==> config.mk <==
export PLATFORM = sky130hd
export DESIGN_NAME = sha1_message_digest_unit_flat
export DESIGN_NICKNAME = d
export VERILOG_FILES = /design/src/hdl/sha1_pkg.sv /design/src/hdl/sha1_if.sv /design/src/hdl/sha1_msg_buffer.sv /design/src/hdl/sha1_round_unit.sv /design/src/hdl/sha1_ctrl.sv /design/src/hdl/sha1_message_digest_unit.sv /design/src/flat_wrapper.sv
export SDC_FILE = /design/constraint.sdc
export NUM_CORES = 2
export LEC_CHECK = 0
export BUFFER_PORTS_ARGS = -buffer_cell sky130_fd_sc_hd__buf_2
export CAP_MARGIN = 20
export CORE_AREA = 2 2 400 402
export DETAILED_ROUTE_END_ITERATION = 6
export DIE_AREA = 0 0 402 404
export GPL_ROUTABILITY_DRIVEN = 0
export PLACE_DENSITY_LB_ADDON = 0.15
export REMOVE_ABC_BUFFERS = 1
export SLEW_MARGIN = 20
export SYNTH_ARGS = -nofsm -noshare
export SYNTH_HDL_FRONTEND = slang
export SYNTH_SLANG_ARGS = --single-unit
==> constraint.sdc <==
create_clock -name clock -period 22.5 [get_ports clock]
set_input_delay 2.25 -clock clock [delete_from_list [all_inputs] [get_ports clock]]
set_output_delay 2.25 -clock clock [all_outputs]
set_load 0.01 [all_outputs]
==> src/hdl/sha1_pkg.sv <==
package sha1_pkg;

   localparam int unsigned WORD_BITS    = 32;
   localparam int unsigned BLOCK_WORDS  = 16;
   localparam int unsigned BLOCK_BYTES  = 64;
   localparam int unsigned LEN_START    = 56;
   localparam int unsigned ROUNDS       = 80;
   localparam int unsigned ROUND_GROUP  = 20;
   localparam int unsigned DIGEST_WORDS = 5;
   localparam int unsigned ROUND_BITS   = 7;
   localparam int unsigned COUNT_BITS   = 6;
   localparam int unsigned INDEX_BITS   = 3;

   typedef logic [WORD_BITS-1:0] word_type;
   typedef logic [7:0]           byte_type;

   localparam word_type K_0 = 32'h5A827999;
   localparam word_type K_1 = 32'h6ED9EBA1;
   localparam word_type K_2 = 32'h8F1BBCDC;
   localparam word_type K_3 = 32'hCA62C1D6;

   localparam word_type IV_VALUES [DIGEST_WORDS] = '{
      32'h67452301, 32'hEFCDAB89, 32'h98BADCFE, 32'h10325476, 32'hC3D2E1F0
   };

   localparam byte_type PAD_MARK = 8'h80;

   typedef enum logic [2:0] {
      ST_IDLE,
      ST_MARK,
      ST_ZERO,
      ST_LENGTH,
      ST_ROUND,
      ST_UPDATE,
      ST_EMIT
   } state_type;

   typedef struct packed {
      logic     shift_byte;
      byte_type value;
      logic     schedule;
   } buf_ctrl_type;

   typedef struct packed {
      logic start;
      logic step;
   } round_ctrl_type;

   typedef struct packed {
      logic update;
      logic emit;
   } seq_out_type;

   typedef struct packed {
      word_type w0;
      word_type w2;
      word_type w8;
      word_type w13;
   } sched_taps_type;

endpackage

==> src/hdl/sha1_if.sv <==
interface sha1_req_if;
   logic       valid;
   logic       ready;
   logic [7:0] data_byte;
   logic       has_byte;
   logic       end_of_message;

   modport source (output valid, data_byte, has_byte, end_of_message, input ready);
   modport sink   (input valid, data_byte, has_byte, end_of_message, output ready);
endinterface

interface sha1_rsp_if;
   logic        valid;
   logic        ready;
   logic [2:0]  word_index;
   logic [31:0] digest_word;
   logic        last_word;

   modport source (output valid, word_index, digest_word, last_word, input ready);
   modport sink   (input valid, word_index, digest_word, last_word, output ready);
endinterface

==> src/hdl/sha1_msg_buffer.sv <==
module sha1_msg_buffer (
   input  logic                    clock,
   input  sha1_pkg::buf_ctrl_type  ctrl,
   input  sha1_pkg::word_type      sched_word,
   output sha1_pkg::sched_taps_type taps
);
   import sha1_pkg::*;

   word_type words_ff [BLOCK_WORDS];

   // bytes enter at the low end so the first byte of a block ends up in word 0, high byte
   always_ff @(posedge clock) begin
      if (ctrl.shift_byte) begin
         for (int i = 0; i < BLOCK_WORDS - 1; i++) begin
            words_ff[i] <= {words_ff[i][WORD_BITS-9:0], words_ff[i+1][WORD_BITS-1:WORD_BITS-8]};
         end
         words_ff[BLOCK_WORDS-1] <= {words_ff[BLOCK_WORDS-1][WORD_BITS-9:0], ctrl.value};
      end else if (ctrl.schedule) begin
         for (int i = 0; i < BLOCK_WORDS - 1; i++) begin
            words_ff[i] <= words_ff[i+1];
         end
         words_ff[BLOCK_WORDS-1] <= sched_word;
      end
   end

   assign taps.w0  = words_ff[0];
   assign taps.w2  = words_ff[2];
   assign taps.w8  = words_ff[8];
   assign taps.w13 = words_ff[13];

endmodule

==> src/hdl/sha1_round_unit.sv <==
module sha1_round_unit (
   input  logic                     clock,
   input  logic                     reset,
   input  sha1_pkg::round_ctrl_type ctrl,
   input  sha1_pkg::word_type       chain [sha1_pkg::DIGEST_WORDS],
   input  sha1_pkg::sched_taps_type taps,
   output sha1_pkg::word_type       sched_word,
   output sha1_pkg::word_type       work [sha1_pkg::DIGEST_WORDS],
   output logic                     done
);
   import sha1_pkg::*;

   logic [ROUND_BITS-1:0] round_ff, round_in;
   word_type              work_ff [DIGEST_WORDS];
   word_type              mix;
   word_type              f;
   word_type              k;
   word_type              t;
   word_type              a, b, c, d, e;

   assign a = work_ff[0];
   assign b = work_ff[1];
   assign c = work_ff[2];
   assign d = work_ff[3];
   assign e = work_ff[4];

   always_comb begin
      mix = taps.w13 ^ taps.w8 ^ taps.w2 ^ taps.w0;
      // first sixteen rounds recirculate the block words unchanged
      if (round_ff < ROUND_BITS'(BLOCK_WORDS)) begin
         sched_word = taps.w0;
      end else begin
         sched_word = {mix[WORD_BITS-2:0], mix[WORD_BITS-1]};
      end
      if (round_ff < ROUND_BITS'(ROUND_GROUP)) begin
         f = (b & c) | (~b & d);
         k = K_0;
      end else if (round_ff < ROUND_BITS'(2 * ROUND_GROUP)) begin
         f = b ^ c ^ d;
         k = K_1;
      end else if (round_ff < ROUND_BITS'(3 * ROUND_GROUP)) begin
         f = (b & c) | (b & d) | (c & d);
         k = K_2;
      end else begin
         f = b ^ c ^ d;
         k = K_3;
      end
      t = {a[WORD_BITS-6:0], a[WORD_BITS-1:WORD_BITS-5]} + f + e + k + sched_word;
      round_in = round_ff;
      if (ctrl.start) begin
         round_in = '0;
      end else if (ctrl.step) begin
         round_in = round_ff + ROUND_BITS'(1);
      end
   end

   always_ff @(posedge clock) begin
      if (reset) begin
         round_ff <= '0;
      end else begin
         round_ff <= round_in;
      end
   end

   always_ff @(posedge clock) begin
      if (ctrl.start) begin
         for (int i = 0; i < DIGEST_WORDS; i++) begin
            work_ff[i] <= chain[i];
         end
      end else if (ctrl.step) begin
         work_ff[0] <= t;
         work_ff[1] <= a;
         work_ff[2] <= {b[1:0], b[WORD_BITS-1:2]};
         work_ff[3] <= c;
         work_ff[4] <= d;
      end
   end

   assign work = work_ff;
   assign done = (round_ff == ROUND_BITS'(ROUNDS - 1));

endmodule

==> src/hdl/sha1_ctrl.sv <==
module sha1_ctrl (
   input  logic                     clock,
   input  logic                     reset,
   input  logic                     accept,
   input  logic [7:0]               data_byte,
   input  logic                     has_byte,
   input  logic                     end_of_message,
   input  logic                     round_done,
   input  logic                     emit_last,
   output logic                     ready,
   output sha1_pkg::buf_ctrl_type   buf_ctrl,
   output sha1_pkg::round_ctrl_type round_ctrl,
   output sha1_pkg::seq_out_type    seq
);
   import sha1_pkg::*;

   state_type             state_ff, state_in;
   state_type             ret_ff, ret_in;
   logic [COUNT_BITS-1:0] count_ff, count_in;
   logic [63:0]           len_ff, len_in;
   logic [COUNT_BITS-1:0] next_count;
   logic                  count_wrap;

   always_ff @(posedge clock) begin
      if (reset) begin
         state_ff <= ST_IDLE;
         ret_ff   <= ST_IDLE;
         count_ff <= '0;
         len_ff   <= '0;
      end else begin
         state_ff <= state_in;
         ret_ff   <= ret_in;
         count_ff <= count_in;
         len_ff   <= len_in;
      end
   end

   always_comb begin
      state_in   = state_ff;
      ret_in     = ret_ff;
      count_in   = count_ff;
      len_in     = len_ff;
      ready      = 1'b0;
      buf_ctrl   = '0;
      round_ctrl = '0;
      seq        = '0;
      next_count = count_ff + COUNT_BITS'(1);
      count_wrap = (count_ff == COUNT_BITS'(BLOCK_BYTES - 1));

      unique case (state_ff) inside
         ST_IDLE: begin
            ready = 1'b1;
            if (accept) begin
               if (has_byte) begin
                  buf_ctrl.shift_byte = 1'b1;
                  buf_ctrl.value      = data_byte;
                  count_in            = next_count;
                  len_in              = {len_ff[63:3] + 61'd1, 3'b000};
               end
               // a byte that fills the block is compressed before any padding
               if (has_byte && count_wrap) begin
                  state_in = ST_ROUND;
                  ret_in   = end_of_message ? ST_MARK : ST_IDLE;
               end else if (end_of_message) begin
                  state_in = ST_MARK;
               end
            end
         end
         ST_MARK, ST_ZERO: begin
            buf_ctrl.shift_byte = 1'b1;
            buf_ctrl.value      = (state_ff == ST_MARK) ? PAD_MARK : 8'h00;
            count_in            = next_count;
            if (count_wrap) begin
               // no room for the length, it goes in an extra block
               state_in = ST_ROUND;
               ret_in   = ST_ZERO;
            end else if (next_count == COUNT_BITS'(LEN_START)) begin
               state_in = ST_LENGTH;
            end else begin
               state_in = ST_ZERO;
            end
         end
         ST_LENGTH: begin
            buf_ctrl.shift_byte = 1'b1;
            buf_ctrl.value      = len_ff[63:56];
            len_in              = {len_ff[55:0], 8'h00};
            count_in            = next_count;
            if (count_wrap) begin
               state_in = ST_ROUND;
               ret_in   = ST_EMIT;
            end
         end
         ST_ROUND: begin
            round_ctrl.step   = 1'b1;
            buf_ctrl.schedule = 1'b1;
            if (round_done) begin
               state_in = ST_UPDATE;
            end
         end
         ST_UPDATE: begin
            seq.update = 1'b1;
            state_in   = ret_ff;
         end
         ST_EMIT: begin
            seq.emit = 1'b1;
            if (emit_last) begin
               state_in = ST_IDLE;
               count_in = '0;
               len_in   = '0;
            end
         end
         default: begin
            state_in = ST_IDLE;
         end
      endcase

      round_ctrl.start = (state_in == ST_ROUND) && (state_ff != ST_ROUND);
   end

endmodule

==> src/hdl/sha1_message_digest_unit.sv <==
// channel   dir  handshake      payload
// req_port  in   valid/ready    data_byte[7:0], has_byte, end_of_message
// rsp_port  out  valid/ready    word_index[2:0], digest_word[31:0], last_word
//
// a plain byte item is shifted into the buffer; the byte that fills a 64-byte block
// also starts a compression (80 rounds on the one round adder, then the chaining add).
// an end item pads one byte per cycle up to the next block end, with one or two
// compressions, then the five digest words, one per handshake.
// reset (synchronous, active high) restores the initial chaining value.
// req_port.ready is low after a block-filling or end item until the chaining add
// or the last digest word is done.
module sha1_message_digest_unit (
   input  logic        clock,
   input  logic        reset,
   sha1_req_if.sink    req_port,
   sha1_rsp_if.source  rsp_port
);
   import sha1_pkg::*;

   buf_ctrl_type          buf_ctrl;
   round_ctrl_type        round_ctrl;
   seq_out_type           seq;
   sched_taps_type        taps;
   word_type              sched_word;
   word_type              work [DIGEST_WORDS];
   word_type              chain_ff [DIGEST_WORDS];
   logic [INDEX_BITS-1:0] word_idx_ff, word_idx_in;
   logic                  round_done;
   logic                  ready;
   logic                  out_take;
   logic                  emit_last;

   assign req_port.ready = ready;
   assign out_take  = rsp_port.valid && rsp_port.ready;
   assign emit_last = out_take && (word_idx_ff == INDEX_BITS'(DIGEST_WORDS - 1));

   sha1_ctrl u_ctrl (
      .clock          (clock),
      .reset          (reset),
      .accept         (req_port.valid && ready),
      .data_byte      (req_port.data_byte),
      .has_byte       (req_port.has_byte),
      .end_of_message (req_port.end_of_message),
      .round_done     (round_done),
      .emit_last      (emit_last),
      .ready          (ready),
      .buf_ctrl       (buf_ctrl),
      .round_ctrl     (round_ctrl),
      .seq            (seq)
   );

   sha1_msg_buffer u_buffer (
      .clock      (clock),
      .ctrl       (buf_ctrl),
      .sched_word (sched_word),
      .taps       (taps)
   );

   sha1_round_unit u_round (
      .clock      (clock),
      .reset      (reset),
      .ctrl       (round_ctrl),
      .chain      (chain_ff),
      .taps       (taps),
      .sched_word (sched_word),
      .work       (work),
      .done       (round_done)
   );

   always_comb begin
      word_idx_in = word_idx_ff;
      if (emit_last) begin
         word_idx_in = '0;
      end else if (out_take) begin
         word_idx_in = word_idx_ff + INDEX_BITS'(1);
      end
   end

   always_ff @(posedge clock) begin
      if (reset) begin
         word_idx_ff <= '0;
      end else begin
         word_idx_ff <= word_idx_in;
      end
   end

   // chaining value goes back to the initial words once the digest is out
   always_ff @(posedge clock) begin
      if (reset || emit_last) begin
         chain_ff <= IV_VALUES;
      end else if (seq.update) begin
         for (int i = 0; i < DIGEST_WORDS; i++) begin
            chain_ff[i] <= chain_ff[i] + work[i];
         end
      end
   end

   assign rsp_port.valid       = seq.emit;
   assign rsp_port.word_index  = word_idx_ff;
   assign rsp_port.digest_word = chain_ff[word_idx_ff];
   assign rsp_port.last_word   = (word_idx_ff == INDEX_BITS'(DIGEST_WORDS - 1));

endmodule

==> src/flat_wrapper.sv <==
// flat-port wrapper written by rule: the top's interface ports become plain ports
module sha1_message_digest_unit_flat import sha1_pkg::*;
  (clock, reset, req_port_valid, req_port_data_byte, req_port_has_byte, req_port_end_of_message, req_port_ready, rsp_port_valid, rsp_port_word_index, rsp_port_digest_word, rsp_port_last_word, rsp_port_ready);
  sha1_req_if req_port_i ();
  sha1_rsp_if rsp_port_i ();
  input  logic clock;
  input  logic reset;
  input wire logic [$bits(req_port_i.valid)-1:0] req_port_valid;
  input wire logic [$bits(req_port_i.data_byte)-1:0] req_port_data_byte;
  input wire logic [$bits(req_port_i.has_byte)-1:0] req_port_has_byte;
  input wire logic [$bits(req_port_i.end_of_message)-1:0] req_port_end_of_message;
  output wire logic [$bits(req_port_i.ready)-1:0] req_port_ready;
  output wire logic [$bits(rsp_port_i.valid)-1:0] rsp_port_valid;
  output wire logic [$bits(rsp_port_i.word_index)-1:0] rsp_port_word_index;
  output wire logic [$bits(rsp_port_i.digest_word)-1:0] rsp_port_digest_word;
  output wire logic [$bits(rsp_port_i.last_word)-1:0] rsp_port_last_word;
  input wire logic [$bits(rsp_port_i.ready)-1:0] rsp_port_ready;
  assign req_port_i.valid = req_port_valid;
  assign req_port_i.data_byte = req_port_data_byte;
  assign req_port_i.has_byte = req_port_has_byte;
  assign req_port_i.end_of_message = req_port_end_of_message;
  assign req_port_ready = req_port_i.ready;
  assign rsp_port_valid = rsp_port_i.valid;
  assign rsp_port_word_index = rsp_port_i.word_index;
  assign rsp_port_digest_word = rsp_port_i.digest_word;
  assign rsp_port_last_word = rsp_port_i.last_word;
  assign rsp_port_i.ready = rsp_port_ready;
  sha1_message_digest_unit u_core (.clock(clock), .reset(reset), .req_port(req_port_i), .rsp_port(rsp_port_i));
endmodule
==> impl_metrics.yaml <==
run_status:
  outcome: "finished, final reports clean"
cells_and_area:
  register_area_mm2: 0.0251
  syn_to_final_growth_pct: 11.1
  multi_input_area_mm2: 0.0265
  drive_gt1_share_pct: 5.51
  fill_cells: 16200
  layout.nets: 6254
floorplanning:
  fp-row-count: 146
  core_region_area_mm2: 0.158
  die_h_um: 404
  num_io_pins: 52
  die-area_mm2: 0.162
  die_w_um: 402
  initial_core_util_pct: 33.8
route:
  drt_pass1_iterations: 7
  antenna_left: 0
  first_iter_violations: 3084
  wl_per_cell_um: 19.8
  topRoutingLayerUsed: "met4"
  drc: 0
  detail_route.vias_per_cell: 5.13
  wl_met2_um: 74700
  totalWireLength_um: 159000
  routed-wl-met3_um: 5760
  vias: 41400
  wl_met1_um: 75200
cts:
  postCtsSetupBuffers: 0
  clk_pin_slew_ns: 0.06
  clk_latency_ns: 0.78
  cts_max_level: 3
  cts.path.max_buffers: 3
  cts_tree: "yes"
  ctsResizeCount: 0
  clock_sinks: 915
  cts_root_buf: "clkbuf_16"
  cts_hold_buf: 0
  cts_made_buffers: 113
logic_synthesis:
  yosysWarnings: 0
  synth_edf_count: 672
  synth_largest_area_cell: "edfxtp_1"
  synthArstFlopShare_pct: 0
  syn_inst: 5965
  synth_most_common_cell: "nand2_1"
  yosys-top-cells-count: "nand2_1 (2209), edfxtp_1 (672), a21oi_1 (334)"
  ys_ff_latch: 915
  ys_dominant_reg_cell: "edfxtp_1"
  yosys-top-cells-area: "edfxtp_1 (38%), nand2_1 (16%), dfxtp_1 (9.1%)"
  avgSynthCellArea_um2: 8.94
  synth_cell_types: 76
  yosysSeqAreaShare_pct: 47.0
  netlist_area_mm2: 0.0533
  synth_top_area_share_pct: 37.8
critical_path:
  worstSetupPathType: "flop to flop"
  endpoint_kind: "flop"
  cp-start-kind: "flop"
  slowest_delay_ns: 0.70
  cp_data_arrival_time_ns: 8.61
  cpMostUsedCell: "inv_1"
  crit_path_max_fanout: 19
  crit_slowest_cell: "nor2_1"
  cp_data_required_time_ns: 22.99
timing:
  rsz0062_at_grt: "no"
  fin_ws_ns: 14.38
  tightest_slew_ns: 1.16
  max_slew_margin_pct: 22.9
  fmax_ghz: 0.123
  min_period_over_period_pct: 36.1
  finalCriticalPeriod_ns: 8.12
  maxSlewViolCount: 0
  setup_violations: 0
  worst_hold_slack_ns: 0.472
  hold_viol_final: 0
  skew_ns: 0.0732
hold_path:
  hp-class: "flop to flop"
power:
  p_leak_nw: 24.3
  ir_worst_vdd_mv: 0.0698
  powerDensity_mw_per_mm2: 76.0
placement:
  dp_slack_ns: 14.44
  hpwl_um: 108000
  portBuffers: 51
global_routing:
  grt_use_total_pct: 19.3
  grt_first_pass_wirelength_um: 246000
  overflow: 0
  antenna_found_initial: 0
  grt_pass1_vias: 40300
  grt_max_degree: 219
flow_run:
  drv_cap: 0
-- worst paths after layout --
check                                                 from                      end  slack [ns]  depth (start not counted)
worst max-delay path            u_core.u_round.round_ff[4]     u_core.u_round.a[31]       14.38                         29
worst min-delay path               u_core.u_ctrl.ret_ff[1]  u_core.u_ctrl.ret_ff[1]        0.47                          2
worst max register to register  u_core.u_round.round_ff[4]     u_core.u_round.a[31]       14.38                         29
worst min register to register     u_core.u_ctrl.ret_ff[1]  u_core.u_ctrl.ret_ff[1]        0.47                          2
-- state kept, by name, summed over array words and instances (netlist names), 7 cells and up --
name,flops
u_core.chain_ff,160
u_core.u_buffer.words_ff,512
u_core.u_ctrl.len_ff,61
u_core.u_round.a,32
u_core.u_round.b,32
u_core.u_round.c,32
u_core.u_round.d,32
u_core.u_round.e,32
u_core.u_round.round_ff,7
-- placed cells by master, fill, tap and decap left out, types with 26 or more instances in the layout --
master	count
buf_2	51
nand2b_1	43
edfxtp_1	672
a21oi_1	333
nor2_1	271
xor2_1	62
nor2b_1	56
o211ai_1	48
nor3_1	67
mux4_2	32
dfxtp_1	240
o21ai_1	30
nand2_1	2206
clkbuf_16	114
and3_1	28
buf_4	45
a21o_1	79
nand3_1	73
clkbuf_1	38
o21ai_0	234
fa_1	120
o21a_1	28
xnor2_1	206
a211oi_1	26
inv_1	220
ha_1	225
-- final cells by class --
class,instances,area share [%]
flip-flops and latches,915,42.3
multi-input cells,4544,44.7
repair buffers,100,1.14
diodes,4,0.0169
clock inverters,46,0.777
well taps,2072,4.37
inverters,221,1.40
clock buffers,163,5.31
-- critical path: cells and delay by family, from the launching register on --
family | cells | cell delay (ns)
adder cells (fa/ha/maj) | 5 | 1.86
flip-flops | 1 | 0.39
AND/OR/NAND/NOR | 7 | 1.99
XOR/XNOR | 1 | 0.13
buffers and inverters | 6 | 1.08
AO/OA/AOI/OAI | 10 | 2.37
-- where the power goes --
| group | total, mW | switching [mW] | internal, mW |
|---|---|---|---|
| logic | 0.533 | 0.343 | 0.190 |
| clock network | 1.79 | 0.765 | 1.03 |
| registers | 2.18 | 0.117 | 2.06 |
-- cell families (layout without fill, tap and decap cells) --
kind of cell             Yosys count  count (layout)  share of synthesized area (%)
XOR/XNOR                         268             268                           4.40
flip-flops                       915             915                           47.0
AND/OR/NAND/NOR                 2871            2871                           21.8
multiplexers                      51              51                           1.71
buffers and inverters            506             530                           3.59
other                              0               4                              0
adder cells (fa/ha/maj)          345             345                           9.78
AO/OA/AOI/OAI                   1009            1009                           11.7
-- per-layer routing --
metal	vias to the layer above	track usage, %
met5	-	0
met3	190	2.49
met1	20300	27.0
met4	0	4.76
li1	20200	-
met2	709	31.8
-- per-stage QoR --
stage | std cells | area, um^2 | power, mW | setup TNS [ns] | util [%]
floorplan | 5680 | 52200 | 2.63 | -963.61 | -
global placement | 7852 | 55700 | 2.75 | 0 | 35.3
detailed placement | 7852 | 55700 | 2.75 | 0 | 35.3
CTS | 8061 | 59300 | 4.57 | 0 | 37.5
global route | 8061 | 59300 | 4.71 | 0 | 37.5
finish | 8065 | 59300 | 4.50 | 0 | 37.6
No activity file was read; power rests on OpenSTA's default activity.
